File: config.mk
export PLATFORM = sky130hd
export DESIGN_NAME = barcode_sample_slicer_top
export DESIGN_NICKNAME = d
export VERILOG_FILES = /design/src/rtl/bss_pkg.sv /design/src/rtl/barcode_sample_slicer_top.sv
export VERILOG_INCLUDE_DIRS = /design/src /design/src/rtl
export SDC_FILE = /design/constraint.sdc
export NUM_CORES = 1
export LEC_CHECK = 0
export BUFFER_PORTS_ARGS = -buffer_cell sky130_fd_sc_hd__buf_2
export CAP_MARGIN = 20
export CORE_MARGIN = 1
export CORE_UTILIZATION = 52
export DETAILED_ROUTE_END_ITERATION = 16
export PLACE_DENSITY = 0.69
export SYNTH_ARGS = -nofsm -noshare
export SYNTH_HDL_FRONTEND = slang
export SYNTH_SLANG_ARGS = --single-unit
File: constraint.sdc
create_clock -name clk_i -period 5.9 [get_ports clk_i]
set_clock_uncertainty 0.2 [all_clocks]
set_input_delay 1.18 -clock clk_i [delete_from_list [all_inputs] [get_ports clk_i]]
set_output_delay 1.18 -clock clk_i [all_outputs]
set_load 0.03 [all_outputs]
File: src/rtl/barcode_sample_slicer_top_assert.svh
// Assertion macros for the barcode sample slicer.
`ifndef BARCODE_SAMPLE_SLICER_TOP_ASSERT_SVH
`define BARCODE_SAMPLE_SLICER_TOP_ASSERT_SVH

`ifndef SYNTHESIS
`define BSS_ASSERT(lbl, prop) \
  lbl: assert property (@(posedge clk_i) disable iff (!rst_ni) prop) \
    else $error("barcode slicer check failed");
`define BSS_ASSERT_ALWAYS(lbl, prop) \
  lbl: assert property (@(posedge clk_i) prop) \
    else $error("barcode slicer invariant failed");
`else
`define BSS_ASSERT(lbl, prop)
`define BSS_ASSERT_ALWAYS(lbl, prop)
`endif

`endif

File: src/rtl/bss_pkg.sv
// Types and constants shared by the barcode sample slicer.
package bss_pkg;

  localparam logic [1:0] CLS_ZERO  = 2'd0;
  localparam logic [1:0] CLS_ONE   = 2'd1;
  localparam logic [1:0] CLS_AMBIG = 2'd2;

  localparam logic [1:0] REG_LOW_THRESHOLD  = 2'd0;
  localparam logic [1:0] REG_HIGH_THRESHOLD = 2'd1;
  localparam logic [1:0] REG_MIDPOINT       = 2'd2;

  localparam int OQ_DEPTH = 4;

  typedef struct packed {
    logic last_bit;
    logic was_ambiguous;
    logic bit_res;
  } res_t;

endpackage

File: src/rtl/barcode_sample_slicer_top.sv
// Barcode sample slicer: classifies reflectance samples and resolves ambiguous ones.
// The slicer takes one sample per cycle while ready. Each sample is classed against the
// low and high thresholds and held in a two-entry lookahead window, so a sample's result
// leaves two items later; an item with tlast set flushes the window and emits one to three
// results, the last with tlast set. Results go through a four-entry queue that drains one
// item per cycle while the output is ready; the input is ready while at most one result
// is queued, so a stream runs at that rate, and a flush of three holds the input while
// the queue drains. Configuration writes take effect at the next clock edge.
`include "barcode_sample_slicer_top_assert.svh"

module barcode_sample_slicer_top #(
  parameter int SAMPLE_BITS = 12
) (
  input  logic                   clk_i,
  input  logic                   rst_ni,
  input  logic                   s_axis_tvalid,
  output logic                   s_axis_tready,
  // Fields from bit 0: sample.
  input  logic [((SAMPLE_BITS+7)/8)*8-1:0] s_axis_tdata,
  input  logic                   s_axis_tlast,
  output logic                   m_axis_tvalid,
  input  logic                   m_axis_tready,
  // Fields from bit 0: bit_res, was_ambiguous.
  output logic [7:0]             m_axis_tdata,
  output logic                   m_axis_tlast,
  input  logic                   cfg_we_i,
  input  logic [1:0]             cfg_idx_i,
  input  logic [SAMPLE_BITS-1:0] cfg_data_i
);
  import bss_pkg::*;

  localparam int SB = SAMPLE_BITS;
  localparam logic [SB-1:0] LowReset  = SB'((3299 * (2 ** SB)) / 10000);
  localparam logic [SB-1:0] HighReset = SB'((6539 * (2 ** SB)) / 10000);
  localparam logic [SB-1:0] MidReset  = SB'((2015 * (2 ** SB)) / 4096);

  logic [SB-1:0] low_q, high_q, mid_q;
  logic          prev_bit_q, prev_bit_d;
  logic          prev_valid_q, prev_valid_d;
  logic [SB-1:0] prev_sample_q, prev_sample_d;
  logic [SB-1:0] ahead_s_q [2];
  logic [SB-1:0] ahead_s_d [2];
  logic [1:0]    ahead_c_q [2];
  logic [1:0]    ahead_c_d [2];
  logic [1:0]    fill_q, fill_d;
  res_t          oq_q [OQ_DEPTH];
  res_t          oq_d [OQ_DEPTH];
  logic [2:0]    cnt_q, cnt_d;

  logic          acc, pop;
  logic [SB-1:0] s_new;
  logic [1:0]    c_new;
  logic [SB-1:0] ws [3];
  logic [1:0]    wc [3];
  logic [1:0]    n;
  logic          r0, r1, r2;
  res_t          e [3];
  logic [1:0]    npush;
  logic [2:0]    base;

  function automatic logic resolve(
    input logic          pv,
    input logic          pb,
    input logic [SB-1:0] ps,
    input logic [1:0]    c,
    input logic [SB-1:0] s,
    input logic [SB-1:0] mid,
    input logic          h1,
    input logic [1:0]    c1,
    input logic [SB-1:0] s1,
    input logic          h2,
    input logic [1:0]    c2,
    input logic [SB-1:0] s2
  );
    logic          bit_v;
    logic          use2;
    logic [1:0]    cj;
    logic [SB-1:0] sj;
    use2 = (c1 >= CLS_AMBIG) && h2;
    cj   = use2 ? c2 : c1;
    sj   = use2 ? s2 : s1;
    if (c < CLS_AMBIG) begin
      bit_v = c[0];
    end else if (!pv) begin
      bit_v = (s > mid);
    end else if (!h1) begin
      bit_v = ~pb;
    end else if (cj == {1'b0, pb}) begin
      bit_v = ~pb;
    end else begin
      bit_v = (ps < sj) ? pb : ~pb;
    end
    return bit_v;
  endfunction

  assign acc   = s_axis_tvalid && s_axis_tready;
  assign pop   = m_axis_tvalid && m_axis_tready;
  assign s_new = s_axis_tdata[SB-1:0];

  always_comb begin
    if (s_new < low_q) begin
      c_new = CLS_ZERO;
    end else if (s_new > high_q) begin
      c_new = CLS_ONE;
    end else begin
      c_new = CLS_AMBIG;
    end
  end

  always_comb begin
    ws[0] = '0; ws[1] = '0; ws[2] = '0;
    wc[0] = CLS_ZERO; wc[1] = CLS_ZERO; wc[2] = CLS_ZERO;
    case (fill_q)
      2'd0: begin
        ws[0] = s_new;        wc[0] = c_new;
      end
      2'd1: begin
        ws[0] = ahead_s_q[0]; wc[0] = ahead_c_q[0];
        ws[1] = s_new;        wc[1] = c_new;
      end
      default: begin
        ws[0] = ahead_s_q[0]; wc[0] = ahead_c_q[0];
        ws[1] = ahead_s_q[1]; wc[1] = ahead_c_q[1];
        ws[2] = s_new;        wc[2] = c_new;
      end
    endcase
    n = (fill_q >= 2'd2) ? 2'd3 : fill_q + 2'd1;
  end

  always_comb begin
    r0 = resolve(prev_valid_q, prev_bit_q, prev_sample_q, wc[0], ws[0], mid_q,
                 n > 2'd1, wc[1], ws[1], n > 2'd2, wc[2], ws[2]);
    r1 = resolve(1'b1, r0, ws[0], wc[1], ws[1], mid_q,
                 n > 2'd2, wc[2], ws[2], 1'b0, wc[2], ws[2]);
    r2 = resolve(1'b1, r1, ws[1], wc[2], ws[2], mid_q,
                 1'b0, wc[2], ws[2], 1'b0, wc[2], ws[2]);
  end

  always_comb begin
    prev_bit_d    = prev_bit_q;
    prev_valid_d  = prev_valid_q;
    prev_sample_d = prev_sample_q;
    ahead_s_d     = ahead_s_q;
    ahead_c_d     = ahead_c_q;
    fill_d        = fill_q;
    npush         = 2'd0;
    e[0] = '{last_bit: 1'b0, was_ambiguous: wc[0] >= CLS_AMBIG, bit_res: r0};
    e[1] = '{last_bit: 1'b0, was_ambiguous: wc[1] >= CLS_AMBIG, bit_res: r1};
    e[2] = '{last_bit: 1'b0, was_ambiguous: wc[2] >= CLS_AMBIG, bit_res: r2};
    if (acc) begin
      if (s_axis_tlast) begin
        npush = n;
        case (n)
          2'd1:    e[0].last_bit = 1'b1;
          2'd2:    e[1].last_bit = 1'b1;
          default: e[2].last_bit = 1'b1;
        endcase
        prev_valid_d = 1'b0;
        fill_d       = 2'd0;
      end else if (n == 2'd3) begin
        npush         = 2'd1;
        prev_bit_d    = r0;
        prev_sample_d = ws[0];
        prev_valid_d  = 1'b1;
        ahead_s_d[0]  = ws[1]; ahead_c_d[0] = wc[1];
        ahead_s_d[1]  = ws[2]; ahead_c_d[1] = wc[2];
        fill_d        = 2'd2;
      end else begin
        ahead_s_d[0]  = ws[0]; ahead_c_d[0] = wc[0];
        ahead_s_d[1]  = ws[1]; ahead_c_d[1] = wc[1];
        fill_d        = n;
      end
    end
  end

  always_comb begin
    int k;
    base  = cnt_q - {2'b00, pop};
    cnt_d = base + {1'b0, npush};
    for (int p = 0; p < OQ_DEPTH; p++) begin
      k = p - int'(base);
      if (p < int'(base)) begin
        oq_d[p] = pop ? oq_q[(p + 1) % OQ_DEPTH] : oq_q[p];
      end else if (k < int'(npush)) begin
        oq_d[p] = e[2'(k)];
      end else begin
        oq_d[p] = oq_q[p];
      end
    end
  end

  always_ff @(posedge clk_i or negedge rst_ni) begin
    if (!rst_ni) begin
      low_q         <= LowReset;
      high_q        <= HighReset;
      mid_q         <= MidReset;
      prev_bit_q    <= 1'b0;
      prev_valid_q  <= 1'b0;
      prev_sample_q <= '0;
      ahead_s_q[0]  <= '0;
      ahead_s_q[1]  <= '0;
      ahead_c_q[0]  <= CLS_ZERO;
      ahead_c_q[1]  <= CLS_ZERO;
      fill_q        <= 2'd0;
      cnt_q         <= 3'd0;
    end else begin
      if (cfg_we_i) begin
        case (cfg_idx_i)
          REG_LOW_THRESHOLD:  low_q  <= cfg_data_i;
          REG_HIGH_THRESHOLD: high_q <= cfg_data_i;
          REG_MIDPOINT:       mid_q  <= cfg_data_i;
          default: ;
        endcase
      end
      prev_bit_q    <= prev_bit_d;
      prev_valid_q  <= prev_valid_d;
      prev_sample_q <= prev_sample_d;
      ahead_s_q     <= ahead_s_d;
      ahead_c_q     <= ahead_c_d;
      fill_q        <= fill_d;
      cnt_q         <= cnt_d;
    end
  end

  always_ff @(posedge clk_i) begin
    oq_q <= oq_d;
  end

  assign s_axis_tready = (cnt_q <= 3'd1);
  assign m_axis_tvalid = (cnt_q != 3'd0);
  assign m_axis_tdata  = {6'b000000, oq_q[0].was_ambiguous, oq_q[0].bit_res};
  assign m_axis_tlast  = oq_q[0].last_bit;

  `BSS_ASSERT_ALWAYS(a_cnt_bound, !rst_ni || (cnt_q <= 3'(OQ_DEPTH) && fill_q <= 2'd2))
  `BSS_ASSERT(a_flush_clears, acc && s_axis_tlast |=> fill_q == 2'd0 && !prev_valid_q)
  `BSS_ASSERT(a_flush_three, acc && s_axis_tlast && fill_q == 2'd2 && !pop |=>
              cnt_q == $past(cnt_q) + 3'd3)
  `BSS_ASSERT(a_tail_one, acc && !s_axis_tlast && fill_q == 2'd2 && pop |=>
              cnt_q == $past(cnt_q))

endmodule
==> metrics, run 1 <==
fin. max-slew vios 0; TritonCTS clock tree done; worst r2r src fill_q[0]; wire length of the first global-routing pass 25200 um; CTS Root Cell clkbuf_16; register area share after synthesis 0.392; Num CTS Buffers 9; leakage power between 3 and 4 nW; EDFF count, synth 12; worst-path cell chain inv_1, nand2_1, nand2_1, nand2_1, ha_1, nand4_1, or2_1, or4b_4, a21oi_2, a211oi_1, o22a_2, mux2_4, a32oi_1, o31ai_1; post-route minimum period roughly 4.4 ns; slowest CP cell or4b_4; Area Overhead vs Synth 9.25%; CP most frequent cell nand2_1; RSZ-0062 raised after global routing false; outcome complete, but fails checks; hold buffers post-CTS 0; # clock sinks between 90 and 100; setup slack, reg-to-reg roughly 1.5 ns; max_slew headroom 0.423; most frequent cells in the layout nand2_1, ha_1, dfrtp_1, inv_1, o21ai_0; largest net degree at the start of global routing 84; Critical Path Max Stage Delay approximately 0.54 ns; placed insts approximately 830; RePlAce Congestion roughly 0.83; synthesized area per cell 9.34 um^2; Port Buffers 36; vias in the first global route between 4000 and 5000; # IOs 47; core box area around 12000 um^2; Max IR drop VDD between 0.2 and 0.3 mV; FF-to-FF path depth 14; setup bufs post-CTS 0; commonest non-fill, non-tap cell in the layout nand2_1; worst endpoint required time just under 6 ns; Final Cycle Share 0.748; Synth Warn # 0; Setup WS post-layout between 1 and 1.5 ns; Crit Reg-Reg Endpoint oq_q[0]; Synth top area share 0.239; CP top delay family simple AND/OR/NAND/NOR gates; Detailed Route Iter0 Violations 304; Max Cap Viol 0; Via density about 5.9; hold path startpoint ahead_s_q[4]; die area around 13000 um^2; Hold EP ahead_s_q[4]; antenna diode count 0; maximum buffer depth of the clock tree 2; Die Wd ~110 um; register bit total from synthesis 95; DRT antenna net count 0; biggest area consumer among synthesized cells dfrtp_1; Crit Path Category reg2reg; detailed-route via count 4970; ranking of synthesized cells by area dfrtp_1, ha_1, dfstp_2; Critical Path Fanout Max 23; Final nets roughly 800; die height 112 um; Main synth FF type dfrtp_1; DRC Markers 1; worst hold-check path type reg2reg; total gr overflow 0; Tot GR Track Use 0.255; peak clock frequency supported by timing about 230 MHz; Worst Tran Pin Value 0.864 ns; CP startpoint kind flop; TNS Setup 0 ns; failing checks DRC; crit end category flop; DP Worst Slack between 1 and 1.5 ns; Arrival @ worst endpoint approximately 4.3 ns; fraction of layout cells with a size suffix above 1 0.188; detailed-placement wirelength estimate roughly 11000 um; final non-filler cell total 846; synthesized area between 6000 and 7000 um^2; Pwr Density 502 nW/um^2; H-tree depth 3; Final setup viols 0; post-CTS sizing 0; ys async rst share 0.874; Initial Util 0.541; Std-Cell Rows 39; Hold Vio Cnt, Final 0; CP bufs+invs 1; hold depth 2; post-synth cell types between 60 and 70; CTS clock-pin slew for the worst setup and hold paths 0.07 ns; initial antenna violation count 0; drt first pass iters 11; Routed WL roughly 15000 um; clock insertion delay at the later pin of the skew report 0.35 ns; routed len/inst 17.4 um; Cells after Synth approximately 670
kinds of logic after synthesis:
family / synth area share
flops: 0.392
simple gates: 0.152
mux: 0.0975
other cells: 0.000596
buf+inv: 0.0619
fa+ha+maj: 0.140
compound gates: 0.152
xor+xnor: 0.00418
cells in the mapped netlist, types with 8 or more instances:
cell type / count
a21o_1: 8
a21oi_1: 24
a22oi_1: 16
buf_4: 8
clkbuf_1: 19
dfrtp_1: 60
dfstp_2: 23
edfxtp_1: 12
ha_1: 67
inv_1: 51
mux2_2: 38
mux2i_1: 17
nand2_1: 132
nand3_1: 22
nor2_1: 28
o21ai_0: 45
layer usage:
layer,track usage,share of wire,vias to the layer above
met5,0,0,-
met4,0.0782,0.0099,0
met3,0.0310,0.040,13
met2,0.427,0.50,118
met1,0.347,0.45,2431
li1,-,-,2408
where the power goes:
group          switching, W  total, W  internal, W  leakage [nW]
logic               0.00112   0.00178     0.000665          2.04
registers          0.000133   0.00106     0.000924          1.13
clock network      0.000258  0.000605     0.000347         0.157
worst min-delay path, cell delays in order (launching register included):
cell and delay (ns):
dfrtp_1 0.37, nand2_1 0.05, nand2_1 0.05
per-stage QoR:
stage           util  power, W  area [um^2]  hold WS [ns]
6_report       0.592   0.00345         6870         0.299
4_1_cts        0.589   0.00345         6840         0.301
3_3_place_gp   0.562   0.00275         6530         0.273
3_5_place_dp   0.562   0.00283         6530         0.286
5_1_grt        0.592   0.00373         6870         0.321
2_1_floorplan      -   0.00239         6310         0.259
state kept, by name, summed over array words and instances, names as in the netlist, 2 cells and up:
register	count
ahead_s_q	24
high_q	12
low_q	12
mid_q	12
prev_sample_q	12
oq_q	9
ahead_c_q	4
cnt_q	3
fill_q	2
m_axis_tdata	2
area by class of cell:
class	count	area [um^2]
clock buffer	13	292
multi-input combinational	496	3460
sequential	95	2470
tap	143	179
inverter	52	195
timing repair buffer	44	259
clock inverter	3	22.5
fill	1001	4740
how the worst max path moves through the flow:
stage                         start  cells past startpoint       to
finish                    fill_q[0]                     14  oq_q[0]
global route              fill_q[0]                     14  oq_q[0]
CTS                       fill_q[0]                     14  oq_q[0]
detailed placement  s_axis_tdata[7]                     11  oq_q[0]
global placement    s_axis_tdata[7]                     11  oq_q[0]
floorplan                  cnt_q[1]                     14  oq_q[3]
Note: power is estimated with default switching activity, not from simulation.
==> run 2, diff against run 1 <==
==> constraint.sdc (replaced) <==
create_clock -name clk_i -period 4.5 [get_ports clk_i]
set_clock_uncertainty 0.2 [all_clocks]
set_input_delay 0.9 -clock clk_i [delete_from_list [all_inputs] [get_ports clk_i]]
set_output_delay 0.9 -clock clk_i [all_outputs]
set_load 0.03 [all_outputs]
==> metrics, run 2 (synthesized netlist as in run 1, its figures left out) <==
CP startpoint kind flop; P_sw 0.00200 W; Final setup viols 0; largest register by flop count ahead_s_q; # IOs 47; Detailed Route Iter0 Violations a little over 400; slowest CP cell dfrtp_1; most frequent cells in the layout nand2_1, ha_1, dfrtp_1, inv_1, o21ai_0; Final Cycle Share 0.935; design area slightly below 7000 um^2; largest net degree at the start of global routing 84; DRT antenna net count 0; crit end category flop; Comb pwr share 0.516; Reg area 2470 um^2; Hold Vio Cnt, Final 0; outcome complete, but fails checks; drt first pass iters 11; Multi-input gate area around 3500 um^2; Critical Path Fanout Max 14; placed insts 837; post-CTS sizing 0; TNS Setup 0 ns; Die Wd ~110 um; Initial Util 0.541; die area roughly 13000 um^2; antenna diode count 0; hold buffers post-CTS 0; DRC Markers 1; core box area ~12000 um^2; post-route minimum period approximately 4.2 ns; die height about 110 um; Tot GR Track Use 0.266; Critical Path Max Stage Delay ~0.68 ns; RePlAce Congestion 0.906; internal power ~0.0027 W; Sw Share 0.429; worst hold-check path type in2async; max_slew headroom 0.474; leakage power 3.37 nW; peak clock frequency supported by timing around 240 MHz; Std-Cell Rows 39; TritonCTS clock tree done; Sequential Power Share 0.302; final non-filler cell total between 800 and 900; detailed-placement wirelength estimate ~11000 um; initial antenna violation count 0; Worst Tran Pin Value roughly 0.8 ns; routed len/inst about 18 um; Crit Path Category reg2reg; maximum buffer depth of the clock tree 2; vias in the first global route between 5000 and 6000; Fillers a little under 1000; H-tree depth 3; CP most frequent cell nand2_1; Routed WL about 15000 um; failing checks DRC; Arrival @ worst endpoint 4.10 ns; Largest register FFs 24; worst-path cell chain inv_2, nand2_1, nand2_1, a22oi_1, ha_1, a21o_1, a211oi_1, o21ai_0, a211o_1, a31oi_1, o22a_2, mux2_4, a32oi_1, o31ai_1; clock insertion delay at the later pin of the skew report approximately 0.35 ns; Via density just under 6; Num CTS Buffers 9; wire length of the first global-routing pass 25800 um; CP bufs+invs 1; fraction of layout cells with a size suffix above 1 0.194; Max IR drop VDD 0.355 mV; CP top delay family compound AO/OA/AOI/OAI gates; worst endpoint required time between 4 and 5 ns; Final nets around 810; total gr overflow 0; Area Overhead vs Synth 10.5%; Port Buffers 36; setup bufs post-CTS 0; RSZ-0062 raised after global routing false; Clk pwr share 0.182; CTS Root Cell clkbuf_16; CTS clock-pin slew for the worst setup and hold paths roughly 0.070 ns; commonest non-fill, non-tap cell in the layout nand2_1; Pwr Density approximately 670 nW/um^2; fin. max-slew vios 0; # clock sinks between 90 and 100; DP Area between 6000 and 7000 um^2; Max Cap Viol 0; detailed-route via count between 5000 and 6000
## run 2: power by group through the flow
stage	clock network [W]	registers, W	logic, W
after floorplan	0	0.00134	0.00179
after global placement	0	0.00140	0.00227
after detailed placement	0	0.00142	0.00235
after CTS	0.000860	0.00140	0.00238
after global routing	0.000890	0.00144	0.00271
final	0.000845	0.00141	0.00240
## run 2: layout make-up
cell class | count | share of cell area
Timing Repair Buffer | 52 | 0.0470
Multi-Input combinational cell | 496 | 0.497
Inverter | 52 | 0.0281
Sequential cell | 95 | 0.355
Clock inverter | 3 | 0.00936
Tap cell | 143 | 0.0257
Clock buffer | 13 | 0.0375
## run 2: path summary, 6_finish.rpt
| path | end | depth (start not counted) | startpoint | slack, ns |
|---|---|---|---|---|
| hold / removal | prev_sample_q[9] | 1 | rst_ni | 0.27 |
| setup reg to reg | oq_q[0] | 14 | fill_q[1] | 0.29 |
| min in group clk_i | ahead_s_q[4] | 2 | ahead_s_q[4] | 0.30 |
| max in group asynchronous | mid_q[3] | 2 | rst_ni | 3.17 |
| setup / recovery | oq_q[0] | 14 | fill_q[1] | 0.29 |
| hold reg to reg | ahead_s_q[4] | 2 | ahead_s_q[4] | 0.30 |
## run 2: routing by layer
metal  share of wire  vias up  GRT usage
li1                -     2426          -
met1            0.45     2439      0.340
met2            0.47      160      0.438
met3           0.049       35     0.0479
met4           0.031        0      0.124
met5               0        -          0
## run 2: per-stage QoR
step,util,setup slack (ns),power (W),hold WS [ns]
2_1_floorplan,-,0.299,0.00314,0.259
3_3_place_gp,0.567,0.427,0.00367,0.273
3_5_place_dp,0.568,0.298,0.00377,0.287
4_1_cts,0.596,0.346,0.00465,0.302
5_1_grt,0.598,0.0987,0.00504,0.289
6_report,0.598,0.291,0.00465,0.265
